==> config.mk <==
export PLATFORM = sky130hd
export DESIGN_NAME = rgbm_med9
export DESIGN_NICKNAME = d
export VERILOG_FILES = /design/src/sv/rgbm_pkg.sv /design/src/sv/rgbm_med9.sv
export SDC_FILE = /design/constraint.sdc
export NUM_CORES = 1
export LEC_CHECK = 0
export ABC_AREA = 1
export BUFFER_PORTS_ARGS = -buffer_cell sky130_fd_sc_hd__buf_4
export CAP_MARGIN = 10
export CORE_MARGIN = 2
export CORE_UTILIZATION = 50
export DETAILED_ROUTE_END_ITERATION = 6
export PLACE_DENSITY = 0.76
export SLEW_MARGIN = 20
export SYNTH_ARGS = -nofsm -noshare
export SYNTH_HDL_FRONTEND = slang
export SYNTH_SLANG_ARGS = --single-unit
==> constraint.sdc <==
create_clock -name clk -period 8.82 [get_ports clk]
set_input_delay 1.764 -clock clk [delete_from_list [all_inputs] [get_ports clk]]
set_output_delay 1.764 -clock clk [all_outputs]
set_load 0.1 [all_outputs]
==> src/sv/rgbm_pkg.sv <==
package rgbm_pkg;

	localparam int CFG_INDEX_BITS    = 1;
	localparam int CFG_DATA_BITS     = 13;
	localparam int LINE_WIDTH_BITS   = 12;
	localparam int FRAME_HEIGHT_BITS = 13;
	localparam int ROW_BITS          = 12;
	localparam int DIM_BITS          = 14;

	localparam logic [CFG_INDEX_BITS-1:0] REG_LINE_WIDTH   = 1'b0;
	localparam logic [CFG_INDEX_BITS-1:0] REG_FRAME_HEIGHT = 1'b1;

	localparam logic [LINE_WIDTH_BITS-1:0]   LINE_WIDTH_RESET   = 12'd640;
	localparam logic [FRAME_HEIGHT_BITS-1:0] FRAME_HEIGHT_RESET = 13'd480;

	localparam int MIN_DIM    = 3;
	localparam int MAX_HEIGHT = 4096;

	localparam int          WIN_TAPS    = 9;
	localparam int          WIN_HIST    = 6;
	localparam int          TAP_BITS    = 4;
	localparam logic [3:0]  MED_TAP     = 4'd4;

endpackage

==> src/sv/rgbm_med9.sv <==
module rgbm_med9 #(
	parameter int W = 8
) (
	input  logic         clk,
	input  logic         en_a,
	input  logic         en_b,
	input  logic [W-1:0] taps [rgbm_pkg::WIN_TAPS],
	output logic [W-1:0] med
);

	typedef logic [rgbm_pkg::WIN_TAPS-1:0][W-1:0] vec_t;

	function automatic vec_t cs(vec_t v, logic [rgbm_pkg::TAP_BITS-1:0] i,
		logic [rgbm_pkg::TAP_BITS-1:0] j);
		vec_t r;
		r = v;
		if (v[i] > v[j]) begin
			r[i] = v[j];
			r[j] = v[i];
		end
		return r;
	endfunction

	vec_t         p;
	vec_t         q;
	vec_t         a_s1;
	logic [W-1:0] med_s2;

	// first half of the exchange network: sort the three columns
	always_comb begin
		for (int k = 0; k < rgbm_pkg::WIN_TAPS; k++) begin
			p[k] = taps[k];
		end
		p = cs(p, 4'd1, 4'd2);
		p = cs(p, 4'd4, 4'd5);
		p = cs(p, 4'd7, 4'd8);
		p = cs(p, 4'd0, 4'd1);
		p = cs(p, 4'd3, 4'd4);
		p = cs(p, 4'd6, 4'd7);
		p = cs(p, 4'd1, 4'd2);
		p = cs(p, 4'd4, 4'd5);
		p = cs(p, 4'd7, 4'd8);
	end

	always_ff @(posedge clk) begin
		if (en_a) begin
			a_s1 <= p;
		end
	end

	// second half: merge columns down to the middle element
	always_comb begin
		q = a_s1;
		q = cs(q, 4'd0, 4'd3);
		q = cs(q, 4'd5, 4'd8);
		q = cs(q, 4'd4, 4'd7);
		q = cs(q, 4'd3, 4'd6);
		q = cs(q, 4'd1, 4'd4);
		q = cs(q, 4'd2, 4'd5);
		q = cs(q, 4'd4, 4'd7);
		q = cs(q, 4'd4, 4'd2);
		q = cs(q, 4'd6, 4'd4);
		q = cs(q, 4'd4, 4'd2);
	end

	always_ff @(posedge clk) begin
		if (en_b) begin
			med_s2 <= q[rgbm_pkg::MED_TAP];
		end
	end

	assign med = med_s2;

endmodule
# Word level (Yosys, flattened, before mapping)
# Index checks and enable logic that the tools add are counted.
[classes]
order_cmp = 19
mux = 21
[ops]
columns = ["op", "n"]
rows = [
  ["> comparator 8 bit", 19],
  ["2-to-1 mux 16 bit", 9],
  ["2-to-1 mux 8 bit", 12],
]
[totals]
register_bits = 80
inputBits = 75
word_cells = 50

# Logic depth before layout (Yosys ltp)
# Gate-level depths: netlist (run 1).
[depth]
ltp_word = 12
depth_mapped = 70
mapped_depth_nobuf = 67

# Worst setup path after synthesis (run 1)
# OpenSTA, ideal clock, no wires.
[synth_timing]
path_type = "register to register"
from = "register a_s1[39] (netlist bit)"
to = "register med_s2[5], in the netlist med[5], data pin"
arrival_time_ps = 8029
required_ps = 8567
path_slack_ps = 538
stages_incl_launch_ff = 50
path_buffers = 6
synth_period_minus_slack_ps = 8282
path_cell_list = "edfxtp_1 > ha_1 > a21o_1 > nor2_1 > nand2_2 > nand2_2 > clkbuf_1 > buf_2 > o21ai_0 > inv_1 > ha_1 > a21oi_1 > nor2_1 > a211oi_1 > nand2_2 > nand2_4 > buf_6 > a21oi_1 > [14 not listed] > o21ai_0 > ha_1 > a21oi_1 > nor2_1 > a211oi_1 > nand2_4 > nand2_4 > nand2_2 > and2_1 > ha_1 > a21oi_1 > nor2_1 > a211oi_1 > a32oi_1 > inv_1 > buf_2 > or2_0 > nand2_1"
[synth_lines]
columns = ["element", "line", "rtl"]
rows = [
  ["from (decl)", "rgbm_med9.sv:26", "vec_t a_s1;"],
  ["from (signal assigned)", "rgbm_med9.sv:47", "a_s1 <= p;"],
  ["to (signal assigned)", "rgbm_med9.sv:68", "med_s2 <= q[rgbm_pkg::MED_TAP];"],
  ["to (decl)", "rgbm_med9.sv:27", "logic [W-1:0] med_s2;"],
]

==> results.yml, run 1 <==
outcome:
  run_status: "finished, final reports clean"
die:
  die_h_um: 134
  coreArea_um2: 16600
  rows: 47
  die_width_um: 134
  dieArea_um2: 18000
  ios: 83
  initial_core_util_pct: 51.0
synthesis:
  ys_top_cells_by_count: "nand2_1 (285), o21ai_0 (179), ha_1 (150), inv_1 (123), a21oi_1 (109)"
  syn_nets: 1378
  muxShareOfSynthArea_pct: 0
  synth-simple-area-share_pct: 21.5
  seq_area_frac_synth_pct: 28.4
  synth_area_um2: 8450
  synth_top_family_by_area: "adder cells"
  synth.avg_cell_area_um2: 7.33
  yosys_warnings: 0
  yosysMostFrequentCell: "nand2_1"
  synth_area_leader_cell: "edfxtp_1"
  synth_area_leaders: "edfxtp_1 (28%), ha_1 (22%), nand2_1 (13%)"
  synthXorXnorAreaFrac_pct: 0
  async_reset_ff_share_pct: 0
  yosysUniqueCellTypes: 33
  synth_compound_area_share_pct: 20.8
  synth-seq-cells: 80
  synth_adder_area_share_pct: 22.2
  synthFlopType: "edfxtp_1"
  synth_top_area_share_pct: 28.4
  synth_cells: 1153
  synth_edf_count: 80
worst_setup_path:
  cpPeakStageDelay_ns: 0.41
  cp.required_ns: 8.92
  cp_top_family: "simple AND/OR/NAND/NOR gates"
  worstSetupPathType: "flip-flop to flip-flop"
  crit_slowest_cell: "edfxtp_1"
  worstPathArrival_ns: 8.35
  endpoint_kind: "flip-flop"
  crit_top_cell: "nand2_1"
  start_kind: "flip-flop"
  path_buf_inv: 7
  crit_fanout: 16
timing:
  setup_tns_ns: 0
  layout_setup_ws_ns: 0.574
  finalSetupViolations: 0
  hold_viol: 0
  tightestPinTransition_ns: 0.918
  maxSlewHeadroom_pct: 38.4
  fin_crit_ns: 8.25
  fin_hold_ws_ns: 0.938
  fin_skew_ns: 0.00674
  slew_violations: 0
  max_freq_ghz: 0.121
  finalCritPeriodShare_pct: 93.5
clock_tree:
  cts_tree: "built"
  clock-sinks: 80
  clk_pin_slew_ns: 0.07
  numCtsBuffers: 9
  htree_levels: 3
  cts_root_buf: "clkbuf_16"
  cts_max_path_buffers: 2
  clk_latency_ns: 0.35
  cts_hold_buf: 0
detailed_routing:
  wl_per_cell_um: 13.6
  viasPerCell: 5.36
  first_pass_iters: 5
  antenna_left: 0
  routed-wl-met2_um: 9210
  drcViolationCount: 0
  drt-total-wl_um: 19800
  wl_met3_um: 876
  top_layer_used: "met4"
  initialDrtViolationCount: 504
  wl_met1_um: 9330
  vias: 7825
finish:
  drive_above_1_share_pct: 13.6
  antennaDiodeCount: 0
  fin_nets: 1459
  stdcell_count: 1459
  syn2layout_area_growth_pct: 16.2
flow_run:
  maxCapViolCount: 0
global_route:
  grt_remaining_overflow: 0
  grt_max_degree: 73
  grt_pass1_wl_um: 31500
  grt_pass1_vias: 6821
  antenna_found_initial: 0
  track_usage_pct: 21.9
placed_design:
  place.gp.congestion: 0.905
  post-place-ws_ns: -0.157
  dpl.cell_count: 1429
  hpwl_um: 16000
  portBuffers: 82
worst_hold_path:
  hold_class: "flip-flop to flip-flop"
-- flip-flops by register name (all words and copies together), names as in the netlist --
signal,flops
med,8
a_s1,72
-- cell families (layout without fill, tap and decap cells) --
family | Yosys count | in the layout
AND/OR/NAND/NOR | 436 | 437
buffers and inverters | 157 | 242
AO/OA/AOI/OAI | 330 | 330
flip-flops | 80 | 80
adder cells (fa/ha/maj) | 150 | 150
-- layout by cell type, fill, tap and decap left out, types with 3 or more instances in the layout --
| master | count |
|---|---|
| clkbuf_16 | 9 |
| nand2_2 | 12 |
| inv_1 | 121 |
| a211oi_1 | 5 |
| nor2_2 | 3 |
| nand3_1 | 28 |
| a21oi_2 | 5 |
| o21ai_1 | 17 |
| edfxtp_1 | 80 |
| clkinv_4 | 3 |
| o211ai_1 | 11 |
| o21ai_2 | 8 |
| o21ai_0 | 167 |
| and2_1 | 8 |
| inv_2 | 3 |
| nor2_1 | 78 |
| a21oi_1 | 107 |
| ha_1 | 150 |
| a32oi_1 | 3 |
| nand2_8 | 3 |
| nand4_1 | 4 |
| nand2_1 | 285 |
| or2_2 | 3 |
| buf_4 | 99 |
-- worst reg2reg max path: cells and delay by family (launching register included) --
kind / cells / cell delay (ns)
AOI/OAI and AO/OA: 11 / 2.18
buffers and inverters: 7 / 0.95
adders and majority gates: 6 / 1.78
and+or+nand+nor: 28 / 2.70
DFF: 1 / 0.41
-- layer usage --
metal	vias up	GRT usage [%]
met1	3485	29.4
met5	-	0
li1	4137	-
met2	178	37.1
met3	25	2.68
met4	0	6.43
-- stage by stage --
step / util (%) / cell area, um2
after floorplan: - / 8450
after global placement: 55.9 / 9260
after detailed placement: 55.9 / 9260
after CTS: 57.8 / 9580
after global routing: 59.2 / 9820
final: 59.2 / 9820
-- final cells by class --
class	count	area [um2]
Tap cell	220	275
Clock buffer	9	225
Multi-Input combinational cell	917	5590
Inverter	124	465
Sequential cell	80	2400
Timing Repair inverter	2	15.0
Clock inverter	7	87.6
Fill cell	1497	6760
Timing Repair Buffer	100	763
-- final timing paths --
kind / startpoint / to / slack (ns) / depth (start not counted)
max reg2reg: a_s1[39] / med[3] / 0.57 / 52
min reg2reg: a_s1[55] / med[7] / 0.94 / 6
max: a_s1[39] / med[3] / 0.57 / 52
min: a_s1[55] / med[7] / 0.94 / 6
-- what timing repair did --
item,CTS,global route
cloned,0,3
setup endpoints to repair,8,8
endpoints found under the hold margin,0,0
gates resized for setup,1,38
pin swaps,0,11
buffers inserted,0,11
Power of run 1 is not shown: default switching activity piles up to over one toggle a cycle in this logic, so the estimate is an artifact.
==> run 2: changes to the inputs <==
- CORE_UTILIZATION: 50 -> 45
- PLACE_DENSITY: 0.76 -> 0.7
- SKIP_CTS_REPAIR_TIMING: unset -> 1
==> run 2 against run 1 <==
Sequential share of layout area fell by 0.081 points. Critical path depth is 2 higher. Critical path type unchanged. Register-to-register slack got worse by 0.11 ns. Design area grew 0.33%. Worst hold slack gained 0.0048 ns. Utilization down 6.2 points. Clock-buffer cell count up 2. Via count down 0.55%.
==> results.yml, run 2 (synthesis results as in run 1) <==
worst_setup_path:
  crit_cells: 54
  r2r_cells: 54
  cp_top_family: "simple AND/OR/NAND/NOR gates"
  worstSetupPathType: "flip-flop to flip-flop"
  cpPeakStageDelay_ns: 0.37
  cp.required_ns: 8.92
  endpoint: "med[4]"
  worstReg2RegStart: "a_s1[57]"
  endpoint_kind: "flip-flop"
  path_buf_inv: 6
  reg2reg_slack_ns: 0.46
  start_kind: "flip-flop"
  crit_slowest_cell: "edfxtp_1"
  worstPathArrival_ns: 8.47
  cp-startpoint: "a_s1[57]"
  crit_top_cell: "nand2_1"
  rr_endpoint: "med[4]"
  crit_fanout: 10
timing:
  max_freq_ghz: 0.120
  tightestPinTransition_ns: 0.981
  slew_violations: 0
  fin_hold_ws_ns: 0.942
  maxSlewHeadroom_pct: 34.6
  setup_tns_ns: 0
  finalSetupViolations: 0
  fin_skew_ns: 0.00560
  finalCritPeriodShare_pct: 94.8
  fin_crit_ns: 8.36
  hold_viol: 0
die:
  coreArea_um2: 18600
  rows: 50
  ios: 83
  dieArea_um2: 19900
  die_width_um: 141
  die_h_um: 141
  initial_core_util_pct: 45.5
finish:
  top_register: "a_s1"
  antennaDiodeCount: 0
  mostFrequentLayoutCells: "nand2_1 (284), o21ai_0 (166), ha_1 (150)"
  drive_above_1_share_pct: 13.8
  final_common_cell: "nand2_1"
  stdcell_count: 1479
  layout.area.seq_um2: 2400
  fin_util_pct: 53.1
  fill_cells: 1791
  multi_input_area_um2: 5620
  fin_nets: 1465
  largest_register_ff_count: 72
  syn2layout_area_growth_pct: 16.6
clock_tree:
  clk_latency_ns: 0.35
  clock-sinks: 80
  cts_tree: "built"
  numCtsBuffers: 9
  cts_max_path_buffers: 2
  cts_root_buf: "clkbuf_16"
  clk_pin_slew_ns: 0.06
  htree_levels: 3
global_route:
  grt_remaining_overflow: 0
  grt_max_degree: 73
  antenna_found_initial: 0
  track_usage_pct: 20.6
  grt_pass1_wl_um: 32900
  grt_pass1_vias: 6883
detailed_routing:
  initialDrtViolationCount: 573
  wl_per_cell_um: 13.8
  viasPerCell: 5.26
  drt-total-wl_um: 20400
  drcViolationCount: 0
  vias: 7782
  first_pass_iters: 5
  antenna_left: 0
flow_run:
  maxCapViolCount: 0
placed_design:
  hpwl_um: 16500
  dpl.cell_count: 1442
  place.gp.congestion: 0.927
  portBuffers: 82
outcome:
  run_status: "finished, final reports clean"
worst_hold_path:
  hold_class: "flip-flop to flip-flop"
==> run 2: cell type report <==
type                    instances  area share, %
clock inverters                 5          0.584
repair inverters                2          0.152
well taps                     234           2.97
flip-flops and latches         80           24.4
repair buffers                103           7.84
multi-input cells             920           57.0
clock buffers                  11           2.36
inverters                     124           4.72
==> run 2: how the worst min path moves through the flow <==
stage	depth (start not counted)	start	slack [ns]	end
floorplan	4	a_s1[48]	0.76	med[0]
global placement	4	a_s1[48]	0.90	med[0]
detailed placement	4	a_s1[48]	0.91	med[0]
CTS	4	a_s1[48]	0.93	med[0]
global route	4	a_s1[48]	0.99	med[0]
finish	4	a_s1[48]	0.94	med[0]
==> run 2: routing by layer <==
| metal | track usage, % | vias up | wire, um |
|---|---|---|---|
| met3 | 2.48 | 22 | 737 |
| li1 | - | 4155 | - |
| met5 | 0 | - | 0 |
| met1 | 27.5 | 3441 | 9560 |
| met4 | 6.84 | 0 | 486 |
| met2 | 35.0 | 164 | 9570 |
==> run 2: metrics by stage <==
step / setup WS (ns) / cell area, um2
after floorplan: 0.538 / 8450
final: 0.460 / 9860
after global placement: 0.0755 / 9270
after CTS: -0.108 / 9560
after global routing: -0.103 / 9860
after detailed placement: -0.0603 / 9270
==> run 2: worst register-to-register path: cells and delay by family, from the launching register on <==
family,cells,cell delay [ns]
AOI/OAI and AO/OA,11,1.91
adders and majority gates,6,1.74
buffers and inverters,6,0.79
DFF,1,0.37
and+or+nand+nor,31,3.31
Power of run 2 is left out for the same reason.
